===== src/hw/rtl/mpps_pkg.sv =====
package mpps_pkg;

    // Store geometry
    localparam int MAX_PHASES_DEFAULT = 16;
    localparam int WORDS_PER_PHASE    = 9;
    localparam int WORD_W             = 32;
    localparam int LEVELS_PER_SIDE    = 4;
    localparam int NUM_LEVELS         = 2 * LEVELS_PER_SIDE;
    localparam int SLOT_W             = 4;
    localparam int ADDR_W             = 8;

    // Slot layout inside one row
    localparam int SLOT_DURATION = 0;
    localparam int SLOT_LEFT     = 1;
    localparam int SLOT_RIGHT    = SLOT_LEFT + LEVELS_PER_SIDE;

    // Configuration
    localparam int STARTUP_W   = 4;
    localparam int CYCLIC_W    = 5;
    localparam int PHASE_OUT_W = 4;
    localparam int CFG_IDX_W   = 1;
    localparam int CFG_DATA_W  = 5;

    localparam logic [CFG_IDX_W-1:0] REG_STARTUP = 1'b0;
    localparam logic [CFG_IDX_W-1:0] REG_CYCLIC  = 1'b1;

    localparam logic [STARTUP_W-1:0] STARTUP_RESET = 4'd0;
    localparam logic [CYCLIC_W-1:0]  CYCLIC_RESET  = 5'd2;
    localparam logic [CYCLIC_W-1:0]  CYCLIC_MIN    = 5'd2;

    // Item opcodes
    localparam logic OP_LOAD = 1'b0;
    localparam logic OP_TICK = 1'b1;

    // Divide by nine through a reciprocal, exact for any 8-bit index
    localparam int RECIP_W     = 6;
    localparam int RECIP_MUL   = 57;
    localparam int RECIP_SHIFT = 9;

    typedef logic [WORDS_PER_PHASE*WORD_W-1:0] row_t;

    typedef struct packed {
        logic [ADDR_W-1:0] row_idx;
        logic [SLOT_W-1:0] slot;
    } word_loc_t;

    // Pending tick result handed from the phase unit to the output stage
    typedef struct packed {
        logic                   swap;
        logic [PHASE_OUT_W-1:0] phase;
    } tick_info_t;

    // Split a flat word index into row and slot
    function automatic word_loc_t split_index(input logic [ADDR_W-1:0] idx);
        logic [ADDR_W+RECIP_W-1:0] prod;
        logic [ADDR_W-1:0]         quo;
        logic [ADDR_W-1:0]         rem;
        word_loc_t                 loc;
        prod = (ADDR_W+RECIP_W)'(idx) * (ADDR_W+RECIP_W)'(RECIP_MUL);
        quo  = ADDR_W'(prod >> RECIP_SHIFT);
        rem  = idx - ADDR_W'(quo * WORDS_PER_PHASE);
        loc.row_idx = quo;
        loc.slot    = SLOT_W'(rem);
        return loc;
    endfunction

    // Pick one word out of a row
    function automatic logic [WORD_W-1:0] row_word(input row_t row, input int slot);
        return row[slot*WORD_W +: WORD_W];
    endfunction

endpackage


===== src/hw/rtl/mpps_store.sv =====
module mpps_store
    import mpps_pkg::*;
#(
    parameter int MAX_PHASES = MAX_PHASES_DEFAULT
)(
    input  logic                          clk,
    input  logic                          wr_en,
    input  logic [$clog2(MAX_PHASES)-1:0] wr_row,
    input  logic [SLOT_W-1:0]             wr_slot,
    input  logic [WORD_W-1:0]             wr_data,
    input  logic                          rd_en,
    input  logic [$clog2(MAX_PHASES)-1:0] rd_row,
    output row_t                          rd_data
);

    row_t mem [MAX_PHASES];
    row_t rd_data_reg;

    // Write one word of a row
    always_ff @(posedge clk)
    begin
        if (wr_en)
        begin
            mem[wr_row][wr_slot*WORD_W +: WORD_W] <= wr_data;
        end
    end

    // Read a whole row into a registered output
    always_ff @(posedge clk)
    begin
        if (rd_en)
        begin
            rd_data_reg <= mem[rd_row];
        end
    end

    assign rd_data = rd_data_reg;

endmodule


===== config.mk =====
export PLATFORM = sky130hd
export DESIGN_NAME = mpps_store
export DESIGN_NICKNAME = d
export VERILOG_FILES = /design/src/hw/rtl/mpps_pkg.sv /design/src/hw/rtl/mpps_store.sv
export SDC_FILE = /design/constraint.sdc
export NUM_CORES = 2
export LEC_CHECK = 0
export BUFFER_PORTS_ARGS = -buffer_cell sky130_fd_sc_hd__buf_2
export CAP_MARGIN = 20
export CORE_MARGIN = 2
export CORE_UTILIZATION = 45
export CTS_CLUSTER_SIZE = 8
export DETAILED_ROUTE_END_ITERATION = 10
export PLACE_DENSITY_LB_ADDON = 0.1
export SLEW_MARGIN = 0
export SYNTH_ARGS = -nofsm -noshare
export SYNTH_HDL_FRONTEND = slang
export SYNTH_MEMORY_MAX_BITS = 65536
export SYNTH_SLANG_ARGS = --single-unit

===== constraint.sdc =====
create_clock -name clk -period 6.38 [get_ports clk]
set_input_delay 0 -clock clk [delete_from_list [all_inputs] [get_ports clk]]
set_output_delay 0 -clock clk [all_outputs]
set_load 0.03 [all_outputs]

# --- After elaboration in Yosys (flattened, before gate mapping) ---
# Memory sizes are Yosys's and may differ from the RTL's. A register that Yosys moved wholly into a read port is not among the register bits.
# Cells that the tools add are included.
classes:
  n_addsub: 1
  multipliers: 0
  n_div: 0
  magnitude_cmp: 0
  n_eq_ne: 0
  shifts: 2
  n_mux: 2
  bitwise_logic: 0
  reduce_logical: 0
op_table:
  columns: ["operator", "n"]
  rows:
  - ["two-way mux 288 bit", 1]
  - ["variable shift 32 x 34 -> 288 bit (first input constant)", 1]
  - ["variable part select 32 x 34 -> 288 bit", 1]
  - ["negation 9 -> 34 bit", 1]
  - ["two-way mux 1 bit", 1]
totals:
  regBits: 0
  latchBits: 0
  mem_bits_rw: 4608
  rom_bits: 0
  out_inout_bits: 288
  n_memories: 1
mem_list:
  columns: ["memory", "depth", "word_bits", "rd", "rd_ports_with_merged_regs", "write_ports", "line_no", "source"]
  rows:
  - ["mem", 16, 288, 1, 1, 1, "mpps_store.sv:16", "row_t mem [MAX_PHASES];"]

# --- Longest topological paths before layout ---
logic_depth:
  ltp_word: 3
  depth_mapped: 8

# --- Worst setup path before layout ---
# No wires, ideal clock.
synth_path:
  path_kind: "in2reg"
  startpoint: "input wr_slot[2]"
  endpoint: "memory mem[15][192] in the netlist's numbering, enable pin"
  setup_ns: 0.503
  t_arrival_ns: 4.215
  required_ns: 5.877
  path_slack_ns: 1.662
  path_stages: 7
  path_buffers: 3
  path_cell_list: "buf_2 -> nor3_1 -> ha_1 -> buf_2 -> o211ai_1 -> clkbuf_1 -> nor4_1"
synth_between:
  elab_chain_cells: 3
synth_rtl:
  columns: ["element", "line_no", "source"]
  rows:
  - ["from (decl)", "mpps_store.sv:9", "input logic [SLOT_W-1:0] wr_slot,"]
  - ["negation 9 -> 34 bit", "mpps_store.sv:24", "mem[wr_row][wr_slot*WORD_W +: WORD_W] <= wr_data;"]
  - ["variable shift 32 x 34 -> 288 bit", "mpps_store.sv:24", null]
  - ["two-way mux 288 bit (implied by the code)", "mpps_store.sv:24", null]
  - ["to (decl)", "mpps_store.sv:16", null]
# Every way passes these cells.

# --- Final worst setup path ---
layout_path:
  startpoint: "input wr_slot[1]"
  endpoint: "memory mem[14][1] in the netlist's numbering, enable pin"
# The elaborated chain is that of the path after synthesis.

==> impl_summary.md <==
Power and ir drop
Across the VDD grid, the largest voltage drop is about 0.23 mV. Dividing total power by cell area gives a power density of about 330 nW/µm². The post-route total power is 69900 µW. The analysis attributes to net switching a power of 14700 µW. The proportion of total power due to net switching is roughly a fifth. The share of power burned in combinational logic is 3.6%. In this run, the clock network consumes 45.6% of the power.

The internal portion of the total power is 55200 µW. The analysis attributes to cell leakage a power of 0.0558 µW. The sequential share of power is 50.7%.

Floorplanning
The die covers 414000 µm². The floorplan step set the die width to 644 µm. For this design the top-level I/O count stands at 335.

For this configuration, the core starts out at a cell density of between 40% and 50%. The die is 644 µm tall. The core region is 407000 µm². The site row count is 234.

Final layout
The flip-flop count of the largest register, all copies and words added is 4608. The final-stage net count is 9008. The final non-filler cell total is 14600. In the layout the commonest cells are sky130_fd_sc_hd__edfxtp_1, sky130_fd_sc_hd__mux4_2, sky130_fd_sc_hd__clkbuf_16, sky130_fd_sc_hd__a22oi_1, sky130_fd_sc_hd__buf_2. The library cell used most frequently in the layout, excluding fill and tap cells, is sky130_fd_sc_hd__edfxtp_1. The number of inserted filler cells in the final layout is 31100. The share of cells above drive strength 1 is 30.9%. From synthesis to final layout, the design area changed by 16.1%.

Route
The count of nets left with antenna violations after detail routing is 0. The DRC violation count after routing is 0. The met1 wire length is 204000 µm.

The violation count after the first detailed-route iteration is ~10000. Dividing the detail-routed wire length by the instance count gives 36.2 µm. In the routed layout, each cell is associated on average with a via count of 6.18. The total wirelength of the detailed-routed design is 528000 µm. The amount of wire on met3 after detailed routing is 40300 µm.

Across all layers, the routed design uses 90100 vias. The highest metal layer carrying signal wires in the routed design is met5. After detailed routing, the met2 layer carries 271000 µm of wire. The detailed-routing iteration count for the pre-antenna-repair pass is 8.

Logic synthesis
The total nets after synthesis is 8060. The cell area after synthesis is 184000 µm². For this run, the leading register cell type out of synthesis is sky130_fd_sc_hd__edfxtp_1. Counting flops with an async set or reset pin after synthesis yields a share of 0%. The number of flops mapped to enable cells by yosys is 4896. The post-synthesis cell type count is 41. In this run, synthesis produced a sequential element count of roughly 4900. The number of instances in the synthesized netlist is around 8000. Each instance of the synthesized netlist takes up on average approximately 23 µm². For this run, the number of Yosys warnings is 0.

The sequential-to-total area share from yosys stat is 79.9%.

Place
The number of I/O port buffers is 334. Before CTS, the worst setup slack after placement is 2.41 ns. At the end of routability-driven placement, the weighted congestion stood at 0.768.

The post-detailed-placement half-perimeter wirelength is 276000 µm. Including well taps, the total number of placed cells is 13600.

Clock network
The number of resized instances in the post-cts repair step is 0. The maximum count of clock buffers along a single path is 4. TritonCTS built the clock tree. The root buffer selected by CTS is sky130_fd_sc_hd__clkbuf_16.

The cts-stage hold buffer count is 48. At the later pin of the worst-skew pair, clock insertion delay measures around 1.1 ns. In this run, CTS created clock tree buffers numbering approximately 700. The clock transition at the registers of the reported paths is 0.05 ns. The post-CTS repair timing setup buffer count is 0. The number of clock sinks is roughly 4900. The H-tree was split into 6 levels.

Setup path
In this run the critical register-to-register path is captured at rd_data[187]$_DFFE_PP_. The peak fanout along the critical path is 33. The critical path launch point type is an input pin. The slack of the worst reg-to-reg path is 4.31 ns. The worst setup path is of the in2reg kind. The worst path required time is 7.07 ns. In this run the critical register-to-register path is launched from mem[4][187]$_DFFE_PP_. Counting cells, the worst reg-to-reg path comes to 4. The arrival time reported for the critical path endpoint is 4.36 ns. The kind of end point of the critical path is a flip-flop.

Min path
The hold path startpoint is wr_slot[0]. The class of the most critical hold timing path is in2reg. The worst hold path terminates at mem[6][90]$_DFFE_PP_. The cell depth of the worst hold path is 4.

Timing
The share of the clock period used by the worst path after layout is 57.5%. Once routing completed, OpenROAD measured the worst setup slack at around 2.7 ns. The setup TNS is 0 ns.

The number of endpoints failing setup at the final stage is 0. The worst path needs 3.67 ns of the cycle, external delays included. Static timing analysis puts the maximum clock frequency at 273 MHz. Setup repair after global routing left no endpoint under its margin.

The number of pins with negative max-slew slack in the final report came to 0. Headroom to the max-slew limit came out at between 20% and 30%. The slew at the pin with the worst max-slew slack is 1.16 ns.

The hold violation total from the final report is 0. Across the routed clock network, the largest skew measured is 0.0389 ns.

Run
The reported max-cap violation count is 0.

Run status
The flow ran to the end, and the final reports show no timing, DRC or antenna violations.

Global routing
The global-route wire length before repair is 731000 µm. Entering global routing, the biggest net connects 140 pins. The initial antenna violation count is 62. The total routing resource utilization after global routing is about a quarter. The global-route congestion overflow total is 0. The number of global-route vias before repair was 92800.
## stage by stage
stage / area [µm²] / hold slack (ns) / utilization [%]
global route: 213000 / 0.0171 / 52.5
finish: 214000 / 0.0486 / 52.5
floorplan: 184000 / 0.112 / -
global placement: 195000 / 0.479 / 47.8
CTS: 213000 / 0.00982 / 52.4
detailed placement: 195000 / 0.475 / 47.9
## cell usage after synthesis, types with 3 or more instances
cell type,number,area share (%)
sky130_fd_sc_hd__edfxtp_1,4896,80
sky130_fd_sc_hd__buf_6,45,0.28
sky130_fd_sc_hd__inv_1,36,0.073
sky130_fd_sc_hd__nor4_1,126,0.43
sky130_fd_sc_hd__buf_4,34,0.14
sky130_fd_sc_hd__buf_2,198,0.54
sky130_fd_sc_hd__a2111oi_4,3,0.045
sky130_fd_sc_hd__or2_2,4,0.014
sky130_fd_sc_hd__nor2b_1,15,0.051
sky130_fd_sc_hd__ha_1,4,0.027
sky130_fd_sc_hd__clkbuf_1,166,0.34
sky130_fd_sc_hd__a22oi_1,381,1.6
sky130_fd_sc_hd__clkbuf_2,3,0.0082
sky130_fd_sc_hd__and3_1,32,0.11
sky130_fd_sc_hd__mux4_2,1114,14
sky130_fd_sc_hd__mux2i_1,76,0.41
sky130_fd_sc_hd__a22o_1,19,0.090
sky130_fd_sc_hd__and2_1,197,0.67
sky130_fd_sc_hd__o22ai_1,176,0.60
sky130_fd_sc_hd__nand2_1,231,0.47
sky130_fd_sc_hd__nand3_1,7,0.019
sky130_fd_sc_hd__buf_1,23,0.047
sky130_fd_sc_hd__nor2_1,175,0.36
sky130_fd_sc_hd__a41o_1,19,0.10
sky130_fd_sc_hd__nand4_1,4,0.014
sky130_fd_sc_hd__nand2b_1,7,0.024
## critical path: stages
cell	delay (ns)
sky130_fd_sc_hd__dlygate4sd3_1	0.63
sky130_fd_sc_hd__buf_2	0.21
sky130_fd_sc_hd__nor3_1	0.21
sky130_fd_sc_hd__ha_1	0.46
sky130_fd_sc_hd__nor3b_2	0.26
sky130_fd_sc_hd__buf_4	0.48
sky130_fd_sc_hd__nand4_1	0.14
sky130_fd_sc_hd__dlygate4sd3_1	0.58
sky130_fd_sc_hd__buf_4	0.27
sky130_fd_sc_hd__nor2_4	0.58
sky130_fd_sc_hd__buf_4	0.48
## metal layers
layer  vias to the layer above  track usage (%)
met5                         -                0
li1                      35900                -
met2                      4063             43.1
met1                     49400             33.8
met3                       743             4.00
met4                         2             7.48
## worst max path at each step
| stage | start | to | slack [ns] |
|---|---|---|---|
| global route | wr_slot[1] | mem[14][1]$_DFFE_PP_ | 2.65 |
| CTS | wr_slot[1] | mem[14][8]$_DFFE_PP_ | 2.79 |
| detailed placement | wr_slot[0] | mem[15][83]$_DFFE_PP_ | 2.41 |
| finish | wr_slot[1] | mem[14][1]$_DFFE_PP_ | 2.71 |
| global placement | wr_slot[0] | mem[4][188]$_DFFE_PP_ | 2.20 |
| floorplan | wr_slot[2] | mem[15][192]$_DFFE_PP_ | 1.66 |
## cells by family after synthesis
group           after synthesis  share of synthesized area, %
buf+inv                     505                          1.42
xor+xnor                      1                       0.00476
mux                        1190                          14.0
flops                      4896                          79.9
fa+ha+maj                     4                        0.0272
compound gates              604                          2.42
simple gates                809                          2.21
## layout make-up
type / count / area (µm²) / area share, %
clock buffer: 701 / 17400 / 8.16
antenna: 133 / 333 / 0.156
tap: 5428 / 6790 / 3.18
sequential: 4896 / 147000 / 68.8
multi-input combinational: 2608 / 36100 / 16.9
timing repair buffer: 732 / 5160 / 2.42
clock inverter: 48 / 764 / 0.358
inverter: 36 / 138 / 0.0644
## power groups by stage
stage          Clock, µW  Sequential (µW)  Combinational [µW]
2_1_floorplan          0            36200                1170
4_1_cts            32400            35500                2580
6_report           31900            35500                2540
3_5_place_dp           0            36100                2550
3_3_place_gp           0            36100                2520
5_1_grt            33700            35400                2660
No activity file was read; power rests on OpenSTA's default activity.
