--- src/hw/rtl/mpps_pkg.sv ---
package mpps_pkg;

    // Store geometry
    localparam int MAX_PHASES_DEFAULT = 16;
    localparam int WORDS_PER_PHASE    = 9;
    localparam int WORD_W             = 32;
    localparam int LEVELS_PER_SIDE    = 4;
    localparam int NUM_LEVELS         = 2 * LEVELS_PER_SIDE;
    localparam int SLOT_W             = 4;
    localparam int ADDR_W             = 8;

    // Slot layout inside one row
    localparam int SLOT_DURATION = 0;
    localparam int SLOT_LEFT     = 1;
    localparam int SLOT_RIGHT    = SLOT_LEFT + LEVELS_PER_SIDE;

    // Configuration
    localparam int STARTUP_W   = 4;
    localparam int CYCLIC_W    = 5;
    localparam int PHASE_OUT_W = 4;
    localparam int CFG_IDX_W   = 1;
    localparam int CFG_DATA_W  = 5;

    localparam logic [CFG_IDX_W-1:0] REG_STARTUP = 1'b0;
    localparam logic [CFG_IDX_W-1:0] REG_CYCLIC  = 1'b1;

    localparam logic [STARTUP_W-1:0] STARTUP_RESET = 4'd0;
    localparam logic [CYCLIC_W-1:0]  CYCLIC_RESET  = 5'd2;
    localparam logic [CYCLIC_W-1:0]  CYCLIC_MIN    = 5'd2;

    // Item opcodes
    localparam logic OP_LOAD = 1'b0;
    localparam logic OP_TICK = 1'b1;

    // Divide by nine through a reciprocal, exact for any 8-bit index
    localparam int RECIP_W     = 6;
    localparam int RECIP_MUL   = 57;
    localparam int RECIP_SHIFT = 9;

    typedef logic [WORDS_PER_PHASE*WORD_W-1:0] row_t;

    typedef struct packed {
        logic [ADDR_W-1:0] row_idx;
        logic [SLOT_W-1:0] slot;
    } word_loc_t;

    // Pending tick result handed from the phase unit to the output stage
    typedef struct packed {
        logic                   swap;
        logic [PHASE_OUT_W-1:0] phase;
    } tick_info_t;

    // Split a flat word index into row and slot
    function automatic word_loc_t split_index(input logic [ADDR_W-1:0] idx);
        logic [ADDR_W+RECIP_W-1:0] prod;
        logic [ADDR_W-1:0]         quo;
        logic [ADDR_W-1:0]         rem;
        word_loc_t                 loc;
        prod = (ADDR_W+RECIP_W)'(idx) * (ADDR_W+RECIP_W)'(RECIP_MUL);
        quo  = ADDR_W'(prod >> RECIP_SHIFT);
        rem  = idx - ADDR_W'(quo * WORDS_PER_PHASE);
        loc.row_idx = quo;
        loc.slot    = SLOT_W'(rem);
        return loc;
    endfunction

    // Pick one word out of a row
    function automatic logic [WORD_W-1:0] row_word(input row_t row, input int slot);
        return row[slot*WORD_W +: WORD_W];
    endfunction

endpackage

--- src/hw/rtl/mpps_out.sv ---
module mpps_out
    import mpps_pkg::*;
(
    input  logic                     clk,
    input  logic                     rst_n,
    input  logic                     t2_valid,
    input  tick_info_t               t2_info,
    input  row_t                     rd_data,
    input  logic                     out_ready,
    output logic                     out_free,
    output logic                     out_valid,
    output logic [PHASE_OUT_W-1:0]   out_phase,
    output logic signed [WORD_W-1:0] out_level [NUM_LEVELS]
);

    logic                     valid_reg, valid_next;
    logic [PHASE_OUT_W-1:0]   phase_reg;
    logic signed [WORD_W-1:0] level_reg [NUM_LEVELS];
    logic                     load;

    assign out_free = !valid_reg || out_ready;
    assign load     = t2_valid && out_free;

    // Drop the word once taken, refill from the pending tick
    always_comb
    begin
        valid_next = valid_reg && !out_ready;
        if (load)
        begin
            valid_next = 1'b1;
        end
    end

    always_ff @(posedge clk or negedge rst_n)
    begin
        if (!rst_n)
        begin
            valid_reg <= 1'b0;
        end
        else
        begin
            valid_reg <= valid_next;
        end
    end

    // Capture levels, swapping sides on mirrored phases
    always_ff @(posedge clk)
    begin
        if (load)
        begin
            phase_reg <= t2_info.phase;
            for (int k = 0; k < LEVELS_PER_SIDE; k++)
            begin
                level_reg[k] <= t2_info.swap ? row_word(rd_data, SLOT_RIGHT + k)
                                             : row_word(rd_data, SLOT_LEFT + k);
                level_reg[LEVELS_PER_SIDE + k] <= t2_info.swap ? row_word(rd_data, SLOT_LEFT + k)
                                                               : row_word(rd_data, SLOT_RIGHT + k);
            end
        end
    end

    assign out_valid = valid_reg;
    assign out_phase = phase_reg;
    assign out_level = level_reg;

endmodule

--- config.mk ---
export PLATFORM = sky130hd
export DESIGN_NAME = mpps_out
export DESIGN_NICKNAME = d
export VERILOG_FILES = /design/src/hw/rtl/mpps_pkg.sv /design/src/hw/rtl/mpps_out.sv
export SDC_FILE = /design/constraint.sdc
export NUM_CORES = 1
export LEC_CHECK = 0
export ABC_CLOCK_PERIOD_IN_PS = 9800
export BUFFER_PORTS_ARGS = -buffer_cell sky130_fd_sc_hd__buf_2
export CORE_AREA = 2 2 218 220
export DETAILED_ROUTE_END_ITERATION = 8
export DIE_AREA = 0 0 220 222
export SLEW_MARGIN = 20
export SYNTH_ARGS = -nofsm -noshare
export SYNTH_HDL_FRONTEND = slang
export SYNTH_SLANG_ARGS = --single-unit
--- constraint.sdc ---
create_clock -name clk -period 9.8 [get_ports clk]
set_clock_uncertainty 0.05 [all_clocks]
set_input_delay 0.98 -clock clk [delete_from_list [all_inputs] [get_ports clk]]
set_output_delay 0.98 -clock clk [all_outputs]
set_load 0.1 [all_outputs]
==> Yosys cells after proc, flatten, opt, wreduce, memory -nomap -nowiden <==
Index checks and enable logic that the tools add are counted.
{ "word_totals": {"elab_cells": 24, "input_bits": 297, "reg_bits": 261} }
{ "classes": {"muxes": 9, "reduce_logical": 5} }
{ "op_table": {"columns": ["operator", "n"], "rows": [
  ["32-bit two-way mux", 8],
  ["1-bit logical AND", 2],
  ["1-bit zero test", 2],
  ["1-bit logical OR", 1],
  ["1-bit two-way mux", 1]
]} }

==> Logic depth before layout (Yosys ltp) <==
Gate-level depths: netlist of run 1.
{ "logic_depth": {"word_depth": 4, "ltp_mapped": 3, "depth_no_buf": 2} }

==> Worst setup path after synthesis of run 1 <==
OpenSTA, ideal clock, no wires.
{ "synth_timing": {"path_type": "input port to flip-flop", "start": "in out_ready", "end": "reg level_reg, in the netlist out_level[0], enable pin", "t_required_ns": 9.098, "setup_slack_ns": 1.319, "stages": 2, "t_arrival_ns": 7.779, "path_cell_list": "nand2b_1 > and2_1"} }
{ "synth_via": {"elab_chain_len": 2} }
{ "synth_lines": {"columns": ["element", "line", "text"], "rows": [
  ["start: declaration", "mpps_out.sv:9", "input logic out_ready,"],
  ["1-bit logical OR", "mpps_out.sv:21", "assign out_free = !valid_reg || out_ready;"],
  ["1-bit logical AND", "mpps_out.sv:22", "assign load = t2_valid && out_free;"],
  ["net load", "mpps_out.sv:19", "logic load;"],
  ["end signal: indexed assignment", "mpps_out.sv:54", "level_reg[k] <= t2_info.swap ? row_word(rd_data, SLOT_RIGHT + k)"],
  ["end signal: indexed assignment", "mpps_out.sv:56", "level_reg[LEVELS_PER_SIDE + k] <= t2_info.swap ? row_word(rd_data, SLOT_LEFT + k)"],
  ["end: declaration", "mpps_out.sv:18", "logic signed [WORD_W-1:0] level_reg [NUM_LEVELS];"]
]} }
The timed path passes the listed nets, and every way through them passes these cells.
A chain may end at the register's enable or synchronous reset.

==> Worst setup path in the final report of run 1 <==
{ "layout_timing": {"start": "in out_ready", "end": "out out_free"} }
{ "layout_via": {"elab_chain_len": 1} }
{ "layout_lines": {"columns": ["element", "line", "text"], "rows": [
  ["1-bit logical OR", "mpps_out.sv:21", null],
  ["end: declaration", "mpps_out.sv:10", "output logic out_free,"]
]} }
Every way passes these cells.

==> results of run 1 <==
[cells in the mapped netlist]
master      n  area (sq um)
and2_1      1          6.26
dfrtp_1     1          25.0
mux2_2    256          2880
edfxtp_1  260          7810
buf_2       1          5.00
nand2b_1    2          12.5
buf_4       1          7.51
buf_6      26           293
[path summary, 6_finish.rpt]
check	depth (start not counted)	startpoint	slack, ps	end
min in group clk	2	out_valid$_DFF_PN0_	500	out_valid$_DFF_PN0_
max in group asynchronous	1	rst_n	9470	out_valid$_DFF_PN0_
worst max register to register	3	out_valid$_DFF_PN0_	7390	out_level[175]$_DFFE_PP_
worst min register to register	2	out_valid$_DFF_PN0_	500	out_valid$_DFF_PN0_
worst max-delay path	3	out_ready	7120	out_free
worst min-delay path	1	rst_n	150	out_valid$_DFF_PN0_
[cell families after synthesis]
group                  count (synthesis)
buffers and inverters                 28
AND/OR/NAND/NOR                        3
multiplexers                         256
flip-flops                           261
[state kept, by name, summed over array words and instances, names as in the netlist]
signal     count
out_phase      4
out_level    256
out_valid      1
[placed cells by master, fill, tap and decap left out]
master and instances:
bufinv_16 1, clkinv_2 7, dfrtp_1 1, buf_12 1, buf_4 3, clkbuf_1 7
clkinv_4 1, clkinv_1 4, mux2_2 256, diode_2 2, edfxtp_1 260, nand2b_1 2
clkbuf_16 29, buf_2 525, buf_16 1, and2_4 1, clkinvlp_4 1, buf_8 1
[layer usage]
layer	routed length [um]	vias to the layer above
met2	15100	337
met1	10100	3396
met4	784	12
met5	77	-
met3	3220	49
li1	-	3256
[area by class of cell]
class / count / area [sq um]
multi-input cells: 259 / 2900
clock buffers: 36 / 752
well taps: 607 / 759
clock inverters: 14 / 96.3
fillers: 4583 / 31200
diodes: 2 / 5.00
repair buffers: 531 / 2710
flip-flops and latches: 261 / 7830
[worst register-to-register path, cell delays in order, from the launching register on]
cell      delay (ps)
dfrtp_1          380
nand2b_1         110
and2_4           510
buf_4            870
[power groups by stage]
| stage | Clock [mW] | Combinational [mW] | Sequential, mW |
|---|---|---|---|
| 2_1_floorplan | 0 | 0.135 | 1.87 |
| 3_3_place_gp | 0 | 0.774 | 1.36 |
| 3_5_place_dp | 0 | 0.781 | 1.37 |
| 4_1_cts | 1.03 | 0.782 | 1.34 |
| 5_1_grt | 1.07 | 0.805 | 1.35 |
| 6_report | 0.990 | 0.776 | 1.34 |
==> impl_metrics.env, run 1 <==
export IMPL_clk_latency_ps=550
export IMPL_start_kind="input port"
export IMPL_dr_total_vias=7050
export IMPL_design_area_sq_um=15100
export IMPL_fin_crit_ps=2680
export IMPL_fp_dieH_um=222
export IMPL_grt_overflow=0
export IMPL_dp_slack_ps=6440
export IMPL_busiest_layer="met2"
export IMPL_use_met1_pct=11.5
export IMPL_dp_hpwl_mm=22.0
export IMPL_fmax_mhz=373
export IMPL_final_util_pct=32.6
export IMPL_synth_xor_area_share_pct=0
export IMPL_syn_avg_cell_area_sq_um=20.1
export IMPL_grt_pass1_vias=7232
export IMPL_antenna_found_initial=9
export IMPL_portBuffers=526
export IMPL_clkTransAtPathRegs_ps=60
export IMPL_core_sq_um=46300
export IMPL_cts_tree="done"
export IMPL_synth_compound_area_share_pct=0
export IMPL_finalNetCount=1378
export IMPL_cp_common_cell="buf_2"
export IMPL_vias_per_cell=4.12
export IMPL_tightestPinTransition_ps=1020
export IMPL_cp_end_kind="primary output"
export IMPL_area_growth_pct=36.4
export IMPL_syn_nets=845
export IMPL_p_total_mw=3.11
export IMPL_outcome="completed"
export IMPL_drtIter0Drc=242
export IMPL_initial_utilization_pct=23.9
export IMPL_slowest_delay_ps=460
export IMPL_critPathArrivalTime_ps=1650
export IMPL_fin_hold_ws_ps=145
export IMPL_path_class="input port to primary output"
export IMPL_yosys_area_share_simple_pct=0.170
export IMPL_dieArea_sq_um=48800
export IMPL_ys_seq_elements=261
export IMPL_max_slew_margin_pct=31.8
export IMPL_tns_ps=0
export IMPL_finalHoldViolations=0
export IMPL_cts_htree_levels=1
export IMPL_rsz0062_at_grt="no"
export IMPL_die_w_um=220
export IMPL_ctsHoldBuffers=0
export IMPL_cts_resized_gates=0
export IMPL_crit_required_ps=8770
export IMPL_firstDrtPassIters=4
export IMPL_crit_path_cell_trace="buf_2, nand2b_1, buf_2"
export IMPL_cap_viol_max_count=0
export IMPL_cts_root_buffer="clkbuf_16"
export IMPL_rows=79
export IMPL_finalCritPeriodShare_pct=27.4
export IMPL_postCtsSetupRepairBufs=0
export IMPL_drc=0
export IMPL_setup_ws_ps=7120
export IMPL_wl_per_cell_um=17.1
export IMPL_grt_pass1_wl_mm=42.0
export IMPL_synth_top_family_by_area="multiplexers"
export IMPL_finalSetupViolCount=0
export IMPL_combPwrFrac_pct=25.0
export IMPL_hp_class="input port to asynchronous set/reset pin"
export IMPL_grt_max_degree=145
export IMPL_worst_path_buf_inv=2
export IMPL_synthAdderAreaFrac_pct=0
export IMPL_grt_use_total_pct=11.2
export IMPL_syn_inst=548
export IMPL_p_leak_nw=6.03
export IMPL_p_sw_share_pct=34.2
export IMPL_slew_viol_final=0
export IMPL_yosysWarnings=0
export IMPL_routed_wl_mm=29.3
export IMPL_post_synth_num_cell_types=8
export IMPL_crit_slowest_cell="buf_2"
export IMPL_boundaryPins=559
export IMPL_seq_area_frac_synth_pct=71.0
export IMPL_pwr_share_clk_pct=31.9
export IMPL_place_gp_congestion=0.773
export IMPL_cp_top_family="buffers and inverters"
export IMPL_muxShareOfSynthArea_pct=26.1
export IMPL_postPlaceCellArea_sq_um=14200
export IMPL_netlist_area_sq_um=11000
export IMPL_cts_inserted_buffers=28
export IMPL_ant_nets=0
export IMPL_use_met3_pct=4.32
export IMPL_pwr_share_seq_pct=43.2
export IMPL_grtUsageMet2_pct=20.6
export IMPL_power_density_nw_per_um2=206
export IMPL_switchingPower_mw=1.06
export IMPL_post_place_cells=1657
export IMPL_clock_sinks=261
export IMPL_finalNonFillerCells=1710
export IMPL_layout_drive_gt1_share_pct=75.1
export IMPL_power_internal_mw=2.05
export IMPL_path_max_fanout=3
export IMPL_clock_path_buffers=3
export IMPL_ir_drop_v=0.000123
Note: power is estimated with default switching activity, not from simulation.
==> run 2: changes to the inputs <==
--- a/config.mk
+++ b/config.mk
@@ -5,7 +5,7 @@
 export SDC_FILE = /design/constraint.sdc
 export NUM_CORES = 1
 export LEC_CHECK = 0
-export ABC_CLOCK_PERIOD_IN_PS = 9800
+export ABC_CLOCK_PERIOD_IN_PS = 2500
 export BUFFER_PORTS_ARGS = -buffer_cell sky130_fd_sc_hd__buf_2
 export CORE_AREA = 2 2 218 220
 export DETAILED_ROUTE_END_ITERATION = 8
==> constraint.sdc (replaced) <==
create_clock -name clk -period 2.5 [get_ports clk]
set_clock_uncertainty 0.05 [all_clocks]
set_input_delay 0.25 -clock clk [delete_from_list [all_inputs] [get_ports clk]]
set_output_delay 0.25 -clock clk [all_outputs]
set_load 0.1 [all_outputs]
==> run 2 against run 1 <==
The run now fails in clock tree synthesis. Synthesized cell count unchanged. Area after synthesis unchanged.
==> impl_metrics.env, run 2 <==
export IMPL_post_synth_num_cell_types=8
export IMPL_postPlaceCellArea_sq_um=14400
export IMPL_netlist_area_sq_um=11000
export IMPL_yosysMostFrequentCell="edfxtp_1"
export IMPL_cts_root_buffer="clkbuf_16"
export IMPL_cts_resized_gates=0
export IMPL_portBuffers=526
export IMPL_syn_inst=548
export IMPL_seq_area_frac_synth_pct=71.0
export IMPL_ys_flop_type="edfxtp_1"
export IMPL_synth_edf_count=260
export IMPL_place_gp_congestion=0.774
export IMPL_syn_avg_cell_area_sq_um=20.1
export IMPL_ctsHoldBuffers=348
export IMPL_fp_dieH_um=222
export IMPL_async_flop_share_pct=0.383
export IMPL_synth_commonest_cells="edfxtp_1, mux2_2, buf_6"
export IMPL_syn_nets=845
export IMPL_yosysWarnings=0
export IMPL_error="[ERROR RSZ-0060] Max buffer count reached."
export IMPL_die_w_um=220
export IMPL_boundaryPins=559
export IMPL_postCtsSetupRepairBufs=0
export IMPL_clock_path_buffers=3
export IMPL_initial_utilization_pct=23.9
export IMPL_synth_area_leaders="edfxtp_1, mux2_2, buf_6"
export IMPL_cts_inserted_buffers=29
export IMPL_synth_largest_area_cell="edfxtp_1"
export IMPL_cts_htree_levels=1
export IMPL_rows=79
export IMPL_outcome="aborted with a tool error"
export IMPL_clock_sinks=261
export IMPL_yosysTopAreaCellShare_pct=70.7
export IMPL_ys_seq_elements=261
export IMPL_dp_slack_ps=739
export IMPL_dp_hpwl_mm=22.6
export IMPL_lastStage="clock tree synthesis"
-- run 2: cell counts after synthesis --
No cell type changed its count.
-- run 2: cells by family after synthesis --
logic type	Yosys count	synth area share [%]
muxes	256	26.1
buffers and inverters	28	2.77
DFF	261	71.0
and+or+nand+nor	3	0.170
-- run 2: metrics by stage --
| step | instances | hold WS (ps) |
|---|---|---|
| after detailed placement | 1679 | -23.3 |
| after global placement | 1679 | -24.0 |
| after floorplan | 548 | -95.6 |
==> run 3: changes to the inputs <==
--- a/config.mk
+++ b/config.mk
@@ -7,9 +7,10 @@
 export LEC_CHECK = 0
 export ABC_CLOCK_PERIOD_IN_PS = 2500
 export BUFFER_PORTS_ARGS = -buffer_cell sky130_fd_sc_hd__buf_2
-export CORE_AREA = 2 2 218 220
+export CORE_AREA = 2 2 216 218
 export DETAILED_ROUTE_END_ITERATION = 8
-export DIE_AREA = 0 0 220 222
+export DIE_AREA = 0 0 218 220
+export PLACE_DENSITY_LB_ADDON = 0.15
 export SLEW_MARGIN = 20
 export SYNTH_ARGS = -nofsm -noshare
 export SYNTH_HDL_FRONTEND = slang
==> run 3 against run 2 <==
The flow again stops in clock tree synthesis. Synthesized cell count stayed put. Area after synthesis stayed put.
==> impl_metrics.env, run 3 <==
export IMPL_outcome="aborted with a tool error"
export IMPL_lastStage="clock tree synthesis"
export IMPL_error="[ERROR RSZ-0060] Max buffer count reached."
export IMPL_initial_utilization_pct=24.1
export IMPL_synth_area_leaders="edfxtp_1, mux2_2, buf_6"
export IMPL_synth_edf_count=260
export IMPL_place_gp_congestion=0.757
export IMPL_post_synth_num_cell_types=8
export IMPL_cts_root_buffer="clkbuf_16"
export IMPL_portBuffers=526
export IMPL_cts_resized_gates=0
export IMPL_die_w_um=218
export IMPL_boundaryPins=559
export IMPL_fp_dieH_um=220
export IMPL_clock_sinks=261
export IMPL_synth_commonest_cells="edfxtp_1, mux2_2, buf_6"
export IMPL_syn_avg_cell_area_sq_um=20.1
export IMPL_yosysMostFrequentCell="edfxtp_1"
export IMPL_ys_flop_type="edfxtp_1"
export IMPL_rows=79
export IMPL_ys_seq_elements=261
export IMPL_synth_largest_area_cell="edfxtp_1"
export IMPL_async_flop_share_pct=0.383
export IMPL_cts_inserted_buffers=34
export IMPL_syn_inst=548
export IMPL_ctsHoldBuffers=348
export IMPL_dp_hpwl_mm=24.2
export IMPL_yosysTopAreaCellShare_pct=70.7
export IMPL_seq_area_frac_synth_pct=71.0
export IMPL_clock_path_buffers=3
export IMPL_syn_nets=845
export IMPL_netlist_area_sq_um=11000
export IMPL_dp_slack_ps=757
export IMPL_yosysWarnings=0
export IMPL_postCtsSetupRepairBufs=0
export IMPL_cts_htree_levels=2
[run 3: cells by family after synthesis]
family        count (synthesis)  synth area share (%)
simple gates                  3                 0.170
mux                         256                  26.1
buf+inv                      28                  2.77
flops                       261                  71.0
[run 3: through the flow]
step | std cells | setup TNS [ps] | area, sq um | hold slack [ps] | util [%]
3_5_place_dp | 1675 | 0 | 14400 | -23.2 | 31.5
2_1_floorplan | 548 | -216050 | 11100 | -95.6 | -
3_3_place_gp | 1675 | 0 | 14400 | -24.0 | 31.5
