==> src/hw/rtl/mpps_pkg.sv <==
package mpps_pkg;

    // Store geometry
    localparam int MAX_PHASES_DEFAULT = 16;
    localparam int WORDS_PER_PHASE    = 9;
    localparam int WORD_W             = 32;
    localparam int LEVELS_PER_SIDE    = 4;
    localparam int NUM_LEVELS         = 2 * LEVELS_PER_SIDE;
    localparam int SLOT_W             = 4;
    localparam int ADDR_W             = 8;

    // Slot layout inside one row
    localparam int SLOT_DURATION = 0;
    localparam int SLOT_LEFT     = 1;
    localparam int SLOT_RIGHT    = SLOT_LEFT + LEVELS_PER_SIDE;

    // Configuration
    localparam int STARTUP_W   = 4;
    localparam int CYCLIC_W    = 5;
    localparam int PHASE_OUT_W = 4;
    localparam int CFG_IDX_W   = 1;
    localparam int CFG_DATA_W  = 5;

    localparam logic [CFG_IDX_W-1:0] REG_STARTUP = 1'b0;
    localparam logic [CFG_IDX_W-1:0] REG_CYCLIC  = 1'b1;

    localparam logic [STARTUP_W-1:0] STARTUP_RESET = 4'd0;
    localparam logic [CYCLIC_W-1:0]  CYCLIC_RESET  = 5'd2;
    localparam logic [CYCLIC_W-1:0]  CYCLIC_MIN    = 5'd2;

    // Item opcodes
    localparam logic OP_LOAD = 1'b0;
    localparam logic OP_TICK = 1'b1;

    // Divide by nine through a reciprocal, exact for any 8-bit index
    localparam int RECIP_W     = 6;
    localparam int RECIP_MUL   = 57;
    localparam int RECIP_SHIFT = 9;

    typedef logic [WORDS_PER_PHASE*WORD_W-1:0] row_t;

    typedef struct packed {
        logic [ADDR_W-1:0] row_idx;
        logic [SLOT_W-1:0] slot;
    } word_loc_t;

    // Pending tick result handed from the phase unit to the output stage
    typedef struct packed {
        logic                   swap;
        logic [PHASE_OUT_W-1:0] phase;
    } tick_info_t;

    // Split a flat word index into row and slot
    function automatic word_loc_t split_index(input logic [ADDR_W-1:0] idx);
        logic [ADDR_W+RECIP_W-1:0] prod;
        logic [ADDR_W-1:0]         quo;
        logic [ADDR_W-1:0]         rem;
        word_loc_t                 loc;
        prod = (ADDR_W+RECIP_W)'(idx) * (ADDR_W+RECIP_W)'(RECIP_MUL);
        quo  = ADDR_W'(prod >> RECIP_SHIFT);
        rem  = idx - ADDR_W'(quo * WORDS_PER_PHASE);
        loc.row_idx = quo;
        loc.slot    = SLOT_W'(rem);
        return loc;
    endfunction

    // Pick one word out of a row
    function automatic logic [WORD_W-1:0] row_word(input row_t row, input int slot);
        return row[slot*WORD_W +: WORD_W];
    endfunction

endpackage

==> src/hw/rtl/mpps_phase.sv <==
module mpps_phase
    import mpps_pkg::*;
#(
    parameter int MAX_PHASES = MAX_PHASES_DEFAULT
)(
    input  logic                          clk,
    input  logic                          rst_n,
    input  logic                          cfg_we,
    input  logic [CFG_IDX_W-1:0]          cfg_index,
    input  logic [CFG_DATA_W-1:0]         cfg_wdata,
    input  logic                          in_valid,
    output logic                          in_ready,
    input  logic                          in_op,
    input  logic [ADDR_W-1:0]             in_word_index,
    input  logic [WORD_W-1:0]             in_word_value,
    input  logic [WORD_W-1:0]             in_sim_time,
    output logic                          wr_en,
    output logic [$clog2(MAX_PHASES)-1:0] wr_row,
    output logic [SLOT_W-1:0]             wr_slot,
    output logic [WORD_W-1:0]             wr_data,
    output logic                          rd_en,
    output logic [$clog2(MAX_PHASES)-1:0] rd_row,
    input  logic [WORD_W-1:0]             rd_duration,
    input  logic                          out_free,
    output logic                          t2_valid,
    output tick_info_t                    t2_info
);

    localparam int PH_W        = $clog2(MAX_PHASES);
    localparam int CW          = ((PH_W > CYCLIC_W) ? PH_W : CYCLIC_W) + 2;
    localparam int STORE_WORDS = MAX_PHASES * WORDS_PER_PHASE;
    localparam int SW_W        = $clog2(STORE_WORDS + 1);
    localparam int IW          = (SW_W > ADDR_W) ? SW_W : ADDR_W;

    // Returns {swap, row} for a phase
    function automatic logic [PH_W:0] row_sel(input logic [PH_W-1:0] p,
                                              input logic [CW-1:0] base,
                                              input logic [CW-1:0] hv);
        logic [CW-1:0] pw;
        logic [PH_W:0] res;
        pw = CW'(p);
        if (pw >= base && pw >= hv)
        begin
            res = {1'b1, PH_W'(pw - hv)};
        end
        else
        begin
            res = {1'b0, p};
        end
        return res;
    endfunction

    logic [STARTUP_W-1:0] startup_reg;
    logic [CYCLIC_W-1:0]  cyclic_reg;

    logic [PH_W-1:0]   phase_reg,    phase_next;
    logic [WORD_W-1:0] tip_reg,      tip_next;
    logic [WORD_W-1:0] prev_reg,     prev_next;
    logic              t1_valid_reg, t1_valid_next;
    logic [WORD_W-1:0] t1_time_reg;
    logic              t2_valid_reg, t2_valid_next;
    tick_info_t        t2_info_reg;

    logic [CYCLIC_W-1:0] cyc_eff;
    logic [CW-1:0]       half_w;
    logic [CW-1:0]       sum_w;
    logic [CW-1:0]       total_w;
    logic [CW-1:0]       wrap_w;
    logic [CW-1:0]       base_w;

    logic [WORD_W-1:0] elapsed;
    logic [WORD_W:0]   sum33;
    logic [WORD_W-1:0] tip_sat;
    logic              advance;
    logic [CW-1:0]     p_inc;
    logic [CW-1:0]     p_new_w;
    logic [PH_W-1:0]   p_new;
    logic [PH_W:0]     cur_sel;
    logic [PH_W:0]     new_sel;

    logic      accept;
    logic      tick_acc;
    word_loc_t loc;
    logic      idx_ok;

    // Configuration registers
    always_ff @(posedge clk or negedge rst_n)
    begin
        if (!rst_n)
        begin
            startup_reg <= STARTUP_RESET;
            cyclic_reg  <= CYCLIC_RESET;
        end
        else if (cfg_we)
        begin
            unique case (cfg_index)
                REG_STARTUP: startup_reg <= cfg_wdata[STARTUP_W-1:0];
                REG_CYCLIC:  cyclic_reg  <= cfg_wdata[CYCLIC_W-1:0];
                default:     ;
            endcase
        end
    end

    // Derive phase limits from the configuration
    always_comb
    begin
        cyc_eff = (cyclic_reg < CYCLIC_MIN) ? CYCLIC_MIN : cyclic_reg;
        half_w  = CW'(cyc_eff >> 1);
        sum_w   = CW'(startup_reg) + CW'(cyc_eff);
        total_w = (sum_w > CW'(MAX_PHASES)) ? CW'(MAX_PHASES) : sum_w;
        wrap_w  = (CW'(startup_reg) < total_w) ? CW'(startup_reg) : total_w - CW'(1);
        base_w  = CW'(startup_reg) + half_w;
    end

    // Handshake: one tick in flight, hold off while a finished tick is stuck
    assign in_ready = !t1_valid_reg && !(t2_valid_reg && !out_free);
    assign accept   = in_valid && in_ready;
    assign tick_acc = accept && (in_op == OP_TICK);

    // Load path straight into the store
    assign loc     = split_index(in_word_index);
    assign idx_ok  = IW'(in_word_index) < IW'(STORE_WORDS);
    assign wr_en   = accept && (in_op == OP_LOAD) && idx_ok;
    assign wr_row  = PH_W'(loc.row_idx);
    assign wr_slot = loc.slot;
    assign wr_data = in_word_value;

    // Time accumulation and phase advance
    always_comb
    begin
        elapsed = t1_time_reg - prev_reg;
        sum33   = {1'b0, tip_reg} + {1'b0, elapsed};
        tip_sat = sum33[WORD_W] ? {WORD_W{1'b1}} : sum33[WORD_W-1:0];
        advance = tip_sat > rd_duration;
        p_inc   = CW'(phase_reg) + (advance ? CW'(1) : CW'(0));
        p_new_w = (p_inc >= total_w) ? wrap_w : p_inc;
        p_new   = PH_W'(p_new_w);
    end

    assign cur_sel = row_sel(phase_reg, base_w, half_w);
    assign new_sel = row_sel(p_new, base_w, half_w);

    // Row read: current phase at accept, new phase on the following cycle
    assign rd_en  = tick_acc || t1_valid_reg;
    assign rd_row = t1_valid_reg ? new_sel[PH_W-1:0] : cur_sel[PH_W-1:0];

    // Next state
    always_comb
    begin
        phase_next    = phase_reg;
        tip_next      = tip_reg;
        prev_next     = prev_reg;
        t1_valid_next = tick_acc;
        t2_valid_next = t2_valid_reg && !out_free;
        if (t1_valid_reg)
        begin
            phase_next    = p_new;
            tip_next      = advance ? '0 : tip_sat;
            prev_next     = t1_time_reg;
            t2_valid_next = 1'b1;
        end
    end

    always_ff @(posedge clk or negedge rst_n)
    begin
        if (!rst_n)
        begin
            phase_reg    <= '0;
            tip_reg      <= '0;
            prev_reg     <= '0;
            t1_valid_reg <= 1'b0;
            t2_valid_reg <= 1'b0;
        end
        else
        begin
            phase_reg    <= phase_next;
            tip_reg      <= tip_next;
            prev_reg     <= prev_next;
            t1_valid_reg <= t1_valid_next;
            t2_valid_reg <= t2_valid_next;
        end
    end

    // Payload: tick time and the pending result's phase and mirror flag
    always_ff @(posedge clk)
    begin
        if (tick_acc)
        begin
            t1_time_reg <= in_sim_time;
        end
        if (t1_valid_reg)
        begin
            t2_info_reg.swap  <= new_sel[PH_W];
            t2_info_reg.phase <= PHASE_OUT_W'(p_new);
        end
    end

    assign t2_valid = t2_valid_reg;
    assign t2_info  = t2_info_reg;

endmodule

==> config.mk <==
export PLATFORM = sky130hd
export DESIGN_NAME = mpps_phase
export DESIGN_NICKNAME = d
export VERILOG_FILES = /design/src/hw/rtl/mpps_pkg.sv /design/src/hw/rtl/mpps_phase.sv
export SDC_FILE = /design/constraint.sdc
export NUM_CORES = 1
export LEC_CHECK = 0
export BUFFER_PORTS_ARGS = -buffer_cell sky130_fd_sc_hd__buf_2
export CAP_MARGIN = 15
export CORE_UTILIZATION = 40
export CTS_CLUSTER_DIAMETER = 50
export DETAILED_ROUTE_END_ITERATION = 7
export SLEW_MARGIN = 20
export SYNTH_ARGS = -nofsm -noshare
export SYNTH_HDL_FRONTEND = slang
export SYNTH_SLANG_ARGS = --single-unit
export TNS_END_PERCENT = 50
==> constraint.sdc <==
create_clock -name clk -period 15.9 [get_ports clk]
set_input_delay 1.59 -clock clk [delete_from_list [all_inputs] [get_ports clk]]
set_output_delay 1.59 -clock clk [all_outputs]
set_load 0.05 [all_outputs]
# Word-level counts from Yosys, hierarchy flattened
# Cells that the tools add are included.
[word_totals]
output_inout_bits = 53
inputBits = 116
word_cells = 58
ff_bits = 116
[classes]
muxes = 11
n_reduce_logical = 14
multipliers = 2
bitwise_logic = 2
add_sub_neg = 9
n_lt_le_gt_ge = 10
[op_table]
columns = ["op", "count"]
rows = [
  ["$mux 32", 2],
  ["$add 32x32->33", 1],
  ["$gt 32x32->1", 1],
  ["$sub 32x32->32", 1],
  ["$mux 4", 4],
  ["$mul 8x6->14 const B", 1],
  ["$sub 4x4->4", 3],
  ["$ge 4x5->1", 2],
  ["$mux 5", 2],
  ["$ge 4x4->1", 2],
  ["$logic_and 1x1->1", 8],
  ["$lt 8x8->1 const B", 1],
  ["$add 4x5->6", 1],
  ["$ge 5x6->1", 1],
  ["$gt 6x5->1 const B", 1],
  ["$lt 4x6->1", 1],
  ["$mux 6", 1],
  ["$add 4x1->5", 1],
  ["$add 4x4->5", 1],
  ["$lt 5x2->1 const B", 1],
  ["$mul 5x4->4 const B", 1],
  ["$reduce_and 2->1", 2],
  ["$sub 4x1->4 const B", 1],
  ["$logic_not 1->1", 3],
  ["3 further kinds", 5],
]

# Longest topological paths before layout
# Gate-level depths: netlist of run 1.
[logic_depth]
depth_word = 12
mapped_depth = 55

# Worst setup path after synthesis of run 1
# OpenSTA, ideal clock, no wires.
[synth_path]
kind = "register -> output"
startpoint = "register t1_time_reg[0]"
endpoint = "output port rd_row[0]"
path_stages_with_launch = 52
required_time_ps = 14310
path_slack_ps = 4453
arrival_time_ps = 9857
path_cell_list = "edfxtp_1 inv_1 ha_1 inv_1 fa_1 a21o_1 a21oi_1 nor2b_1 o41a_1 a21o_1 a21boi_0 nor2_1 o31a_1 ha_1 a21o_1 a21o_1 a211oi_1 o22ai_1 [16 not listed] inv_1 ha_1 nor2b_1 o21ai_0 nand2b_1 a21o_1 inv_1 a311o_1 nand2_1 fa_1 a21o_1 a21o_1 a21oi_1 or3_1 inv_1 nand3_1 o21ai_0 a31oi_1"
[synth_via]
elab_chain_len = 12
[synth_lines]
columns = ["element", "line", "source"]
rows = [
  ["start: declaration", "mpps_phase.sv:60", "logic [WORD_W-1:0] t1_time_reg;"],
  ["start signal: assignment", "mpps_phase.sv:189", "t1_time_reg <= in_sim_time;"],
  ["$sub 32x32->32 *", "mpps_phase.sv:131", "elapsed = t1_time_reg - prev_reg;"],
  ["$add 32x32->33 *", "mpps_phase.sv:132", "sum33 = {1'b0, tip_reg} + {1'b0, elapsed};"],
  ["$mux 32 *", "mpps_phase.sv:133", "tip_sat = sum33[WORD_W] ? {WORD_W{1'b1}} : sum33[WORD_W-1:0];"],
  ["$gt 32x32->1 *", "mpps_phase.sv:134", "advance = tip_sat > rd_duration;"],
  ["$mux 1 *", "mpps_phase.sv:135", "p_inc = CW'(phase_reg) + (advance ? CW'(1) : CW'(0));"],
  ["$add 4x1->5 *", "mpps_phase.sv:135", ""],
  ["$ge 5x6->1", "mpps_phase.sv:136", "p_new_w = (p_inc >= total_w) ? wrap_w : p_inc;"],
  ["$mux 4 *", "mpps_phase.sv:136", ""],
  ["named net p_new_w[1]", "mpps_phase.sv:76", "logic [CW-1:0] p_new_w;"],
  ["$ge 4x5->1 or $ge 4x4->1 (tied branches)", "mpps_phase.sv:42", "if (pw >= base && pw >= hv)"],
  ["$logic_and 1x1->1 *", "mpps_phase.sv:42", ""],
  ["$mux 5 *", "mpps_phase.sv:42", ""],
  ["$mux 4 *", "mpps_phase.sv:145", "assign rd_row = t1_valid_reg ? new_sel[PH_W-1:0] : cur_sel[PH_W-1:0];"],
  ["end: declaration", "mpps_phase.sv:22", "output logic [$clog2(MAX_PHASES)-1:0] rd_row,"],
]
# Mark *: on every way through the listed nets, which the timed path passes. The rest lies on a longest branch.

# Worst setup path in the final report of run 1
[layout_path]
startpoint = "register t1_time_reg[0]"
endpoint = "output port rd_row[2]"
[layout_via]
elab_chain_len = 12
[layout_lines]
columns = ["element", "line"]
rows = [
  ["$sub 32x32->32 *", "mpps_phase.sv:131"],
  ["$add 32x32->33 *", "mpps_phase.sv:132"],
  ["$mux 32 *", "mpps_phase.sv:133"],
  ["$gt 32x32->1 *", "mpps_phase.sv:134"],
  ["$mux 1 *", "mpps_phase.sv:135"],
  ["$add 4x1->5 *", "mpps_phase.sv:135"],
  ["$ge 5x6->1", "mpps_phase.sv:136"],
  ["$mux 4 *", "mpps_phase.sv:136"],
  ["named net p_new_w[1]", "mpps_phase.sv:76"],
  ["$ge 4x5->1 or $ge 4x4->1 (tied branches)", "mpps_phase.sv:42"],
  ["$logic_and 1x1->1", "mpps_phase.sv:42"],
  ["$mux 5 *", "mpps_phase.sv:42"],
  ["$mux 4 *", "mpps_phase.sv:145"],
]
# Marks and branches as above.

==> flow_summary.ini, run 1 <==
[outcome]
status = finished, final reports clean

[sta]
grt_setup_unrepaired = no
skew_ns = 0.00921
worstMarginPinSlew_ns = 0.944
max_freq_mhz = 75.1
finalCritPeriodShare = 0.837
hold_viol = 0
finalWorstPathRequiredPeriod_ns = 13.31
maxSlewHeadroom = 0.371
finalSetupTns_ns = 0
setup_viol = 0
slew_violations = 0

[floorplan]
rows = 59
core_area_um2 = 25900
dieWidth_um = 164
ios = 169
dieArea_um2 = 27000
start_util = 0.406
dieHeight_um = 164

[setup_path]
max_stage_delay_ns = 0.62
crit_type = reg -> out
worstReg2RegEnd = t2_info[4]
cp_slowest_cell = or2_1
ff2ff_setup_slack_ns = 5.00
ff2ff_path_depth = 47
cp.arrival_ns = 11.72
required_ns = 14.31
critPathCaptureType = primary output
r2r_start = t1_time_reg[0]
worst_setup_path_start_kind = flop
crit_path_max_fanout = 18

[finish]
nets = 1513
multi_input_comb_area_um2 = 6610
n_fill_cell = 2548
layout-drive-gt1-share = 0.146
area.sequential_um2 = 3090
area_growth_pct = 11.8

[clocking]
clk_pin_slew_ns = 0.06
clkLatencyLatePin_ns = 0.43
cts_resized = 0
cts_tree = done
postCtsHoldBufs = 0
cts_buffer_depth = 2
clock_sinks = 116
numCtsBuffers = 17
postCtsSetupBuffers = 0
cts_max_level = 4
cts-root-buf = clkbuf_16

[global_routing]
grt_pass1_wl_um = 41800
antenna_found_initial = 4
grt_max_degree = 96
grt_overflow_total = 0
gr-usage-all-layers = 0.198
first_global_vias = 8398

[place]
port_buffers = 104
gp_congestion = 0.935
hpwl_um = 18900

[synth]
synth_cell_type_count = 74
yosys-top-cells-count = ha_1 (156), inv_1 (131), nand2_1 (83)
synth_area_per_cell_um2 = 9.14
syn_inst = 1152
synth_area_leader_cell = dfrtp_1
yosysTopAreaCellShare = 0.185
ys_dominant_reg_cell = dfrtp_1
async_reset_ff_frac = 0.681
synth-seq-area-share = 0.293
synth_edf_count = 37
ys_seq_elements = 116
syn-cell-area_um2 = 10500
syn-num-nets = 1442
synthTopCellsByArea = dfrtp_1 (19%), ha_1 (19%), edfxtp_1 (11%)
synth.yosys.warnings = 0
yosysMostFrequentCell = ha_1

[drt]
route.detailed.drc = 0
routedWlPerCell_um = 15.7
drt_pass1_iterations = 5
drt_wl_total_um = 24800
drt_iter0_drc = 400
antenna_left = 0
route.vias.total = 8202
routed_via_density = 5.21

[worst_hold_path]
min_path_type = reg -> reg
hp-start = t1_time_reg[4]
holdPathStages = 2
min_to = prev_reg[4]

[flow_run]
drv_cap = 0
## cell families after synthesis
family	count (synthesis)	share of synthesized area
simple gates	255	0.118
xor+xnor	76	0.0632
compound gates	330	0.211
buf+inv	186	0.0795
flops	116	0.293
fa+ha+maj	174	0.220
mux	15	0.0156
## layer usage
metal | track usage | routed length (µm) | vias up
met2 | 0.307 | 10800 | 189
met5 | 0 | 26 | -
met4 | 0.0682 | 508 | 4
met3 | 0.0500 | 1370 | 40
met1 | 0.265 | 12000 | 3772
li1 | - | - | 4197
## layout by cell type, fill, tap and decap left out, types with 11 or more instances in the layout
master / instances
nand4_1: 15
buf_2: 103
fa_1: 18
a22o_1: 14
edfxtp_1: 37
clkbuf_16: 17
dfrtp_1: 77
xnor2_1: 52
o21a_1: 13
a21oi_1: 77
o21ai_0: 69
nor3_1: 15
nand3_1: 18
a21o_1: 63
xor2_1: 24
nand2_1: 83
nand2b_1: 16
nor2_1: 56
ha_1: 156
inv_1: 131
mux2_2: 11
o2bb2ai_1: 14
## final cells by class
| type | count | area share |
|---|---|---|
| tap | 335 | 0.0356 |
| clock buffer | 19 | 0.0385 |
| inverter | 131 | 0.0418 |
| sequential | 116 | 0.263 |
| clock inverter | 13 | 0.0134 |
| timing repair buffer | 107 | 0.0463 |
| antenna | 3 | 0.000638 |
| multi-input combinational | 850 | 0.561 |
## critical path: cells and delay by family (launching register included)
family	cells	cell delay, ns
AO/OA/AOI/OAI	21	4.82
XOR/XNOR	2	0.42
adder cells (fa/ha/maj)	8	2.35
buffers and inverters	7	0.89
flip-flops	1	0.38
AND/OR/NAND/NOR	12	2.43
## stage by stage
step                      hold WS, ns  instances  utilization  setup slack (ns)  cell area (µm²)
final                           0.488       1574        0.454              2.59            11800
after detailed placement        0.484       1539        0.430              3.19            11200
after global routing            0.505       1573        0.454              1.65            11800
after global placement          0.478       1539        0.430              3.49            11200
after floorplan                 0.459       1152            -              4.45            10500
after CTS                       0.497       1571        0.454              2.64            11800
## worst max path at each step
stage,from,end,slack [ns],depth (start not counted)
floorplan,t1_time_reg[0],rd_row[0],4.45,51
CTS,t1_time_reg[0],rd_row[3],2.64,50
finish,t1_time_reg[0],rd_row[2],2.59,50
global route,t1_time_reg[0],rd_row[3],1.65,52
detailed placement,t1_time_reg[0],rd_row[3],3.19,50
global placement,t1_time_reg[0],rd_row[0],3.49,51
Power of run 1 is left out: the tool's default activity adds up to more than one toggle a clock period on the data nets, which glitch-free logic cannot reach.
==> inputs of run 2 (changes only) <==
==> constraint.sdc (replaced) <==
create_clock -name clk -period 13.66 [get_ports clk]
set_input_delay 1.366 -clock clk [delete_from_list [all_inputs] [get_ports clk]]
set_output_delay 1.366 -clock clk [all_outputs]
set_load 0.05 [all_outputs]
==> run 2 against run 1 <==
Net effect:
- critical path depth is 1 higher
- register-to-register slack lost 1.9 ns
- sequential cell count unchanged
- non-clock buffer count unchanged
- sequential share of layout area decreased by 0.061 points
- worst hold slack got worse by 0.0015 ns
- final area rose by 0.23%
- core utilization increased by 0.11 points
- first-iteration DRC count fell by 1.3%
- routed wire length rose by 0.14%
- via count is 0.39% higher
- largest cell class unchanged
==> flow_summary.ini, run 2 (synthesized netlist as in run 1, its figures left out) <==
[outcome]
status = finished, final reports clean

[setup_path]
required_ns = 12.29
crit_path_start = t1_time_reg[0]
crit_path_max_fanout = 18
worst-path-buf-inv = 8
crit_top_cell = inv_1
crit_family = compound AO/OA/AOI/OAI gates
cp_slowest_cell = fa_1
ff2ff_setup_slack_ns = 3.13
cp.arrival_ns = 11.38
crit_type = reg -> out
r2r_start = t1_time_reg[0]
max_stage_delay_ns = 0.45
worst_setup_path_start_kind = flop
critPathCaptureType = primary output

[global_routing]
gr-usage-all-layers = 0.197
grt_max_degree = 96
antenna_found_initial = 6
grt_use_met2 = 0.310
first_global_vias = 8277
top_usage_layer = met2
grt_pass1_wl_um = 41600
grt_overflow_total = 0
met1_usage = 0.266
met3_usage = 0.0477

[clocking]
cts_tree = done
numCtsBuffers = 17
cts_max_level = 4
cts-root-buf = clkbuf_16
postCtsSetupBuffers = 0
clock_sinks = 116
cts_buffer_depth = 2
clk_pin_slew_ns = 0.06
clkLatencyLatePin_ns = 0.43
postCtsHoldBufs = 0

[drt]
antenna_left = 0
drt_iter0_drc = 395
drt_wl_total_um = 24800
routed_via_density = 5.23
routedWlPerCell_um = 15.8
route.detailed.drc = 0
drt_pass1_iterations = 5
route.vias.total = 8234

[sta]
setup_viol = 0
skew_ns = 0.0104
slew_violations = 0
holdWs_ns = 0.487
worstMarginPinSlew_ns = 0.954
max_freq_mhz = 78.5
finalWorstPathRequiredPeriod_ns = 12.74
grt_setup_unrepaired = no
hold_viol = 0
fin_ws_ns = 0.919
finalCritPeriodShare = 0.933
finalSetupTns_ns = 0
maxSlewHeadroom = 0.364

[place]
gp_congestion = 0.937
postPlaceCellArea_um2 = 11200
hpwl_um = 18800
dp_slack_ns = 1.10
port_buffers = 104

[floorplan]
start_util = 0.406
dieHeight_um = 164
dieArea_um2 = 27000
rows = 59
ios = 169
dieWidth_um = 164
core_area_um2 = 25900

[finish]
layout-drive-gt1-share = 0.146
multi_input_comb_area_um2 = 6620
area_growth_pct = 12.0
n_fill_cell = 2559
nets = 1513
mostFrequentLayoutCells = ha_1 (156), inv_1 (131), buf_2 (103)
layout_commonest_cell = ha_1
final_area_um2 = 11800
area.sequential_um2 = 3090

[worst_hold_path]
min_path_type = reg -> reg
hp-start = t1_time_reg[4]

[flow_run]
drv_cap = 0
==> run 2: changes by cell type in the layout (fill, tap and decap cells not counted), sizes merged <==
cell	previous run	this run
clkbuf	19	23
clkinvlp	6	1
bufinv	3	4
diode	3	2
==> run 2: worst paths after layout <==
path | endpoint | depth (start not counted)
max in group asynchronous | t1_valid_reg | 2
hold / removal | prev_reg[4] | 2
setup / recovery | rd_row[2] | 51
min in group asynchronous | prev_reg[9] | 1
setup reg to reg | t2_info[4] | 48
hold reg to reg | prev_reg[4] | 2
==> run 2: area by class of cell <==
| type | instances | area share |
|---|---|---|
| Tap cell | 335 | 0.0355 |
| Antenna cell | 2 | 0.000424 |
| Multi-Input combinational cell | 850 | 0.561 |
| Inverter | 131 | 0.0417 |
| Clock buffer | 23 | 0.0405 |
| Clock inverter | 9 | 0.0127 |
| Sequential cell | 116 | 0.262 |
| Timing Repair Buffer | 107 | 0.0462 |
==> run 2: layer usage <==
layer	share of wire	up-vias	routed length (µm)
li1	-	4192	-
met1	0.49	3816	12100
met2	0.45	183	11100
met3	0.052	37	1290
met4	0.014	6	336
met5	0.0015	-	36
==> run 2: what timing repair did <==
item | 4_1_cts | 5_1_grt
setup endpoints to repair | 0 | 4
gates resized for setup | 0 | 4
hold endpoints to repair | 0 | 0
==> run 2: metrics by stage <==
step | utilization | std cells
floorplan | - | 1152
global placement | 0.430 | 1539
detailed placement | 0.430 | 1539
CTS | 0.455 | 1571
global route | 0.455 | 1573
finish | 0.455 | 1573
==> run 2: worst register-to-register path, delay by kind of cell (launching register included) <==
kind / cells / cell delay, ns
flip-flops: 1 / 0.38
buffers and inverters: 7 / 0.70
XOR/XNOR: 2 / 0.47
AND/OR/NAND/NOR: 11 / 1.96
adder cells (fa/ha/maj): 8 / 2.38
AO/OA/AOI/OAI: 20 / 4.38
Power of run 2 is left out for the same reason.
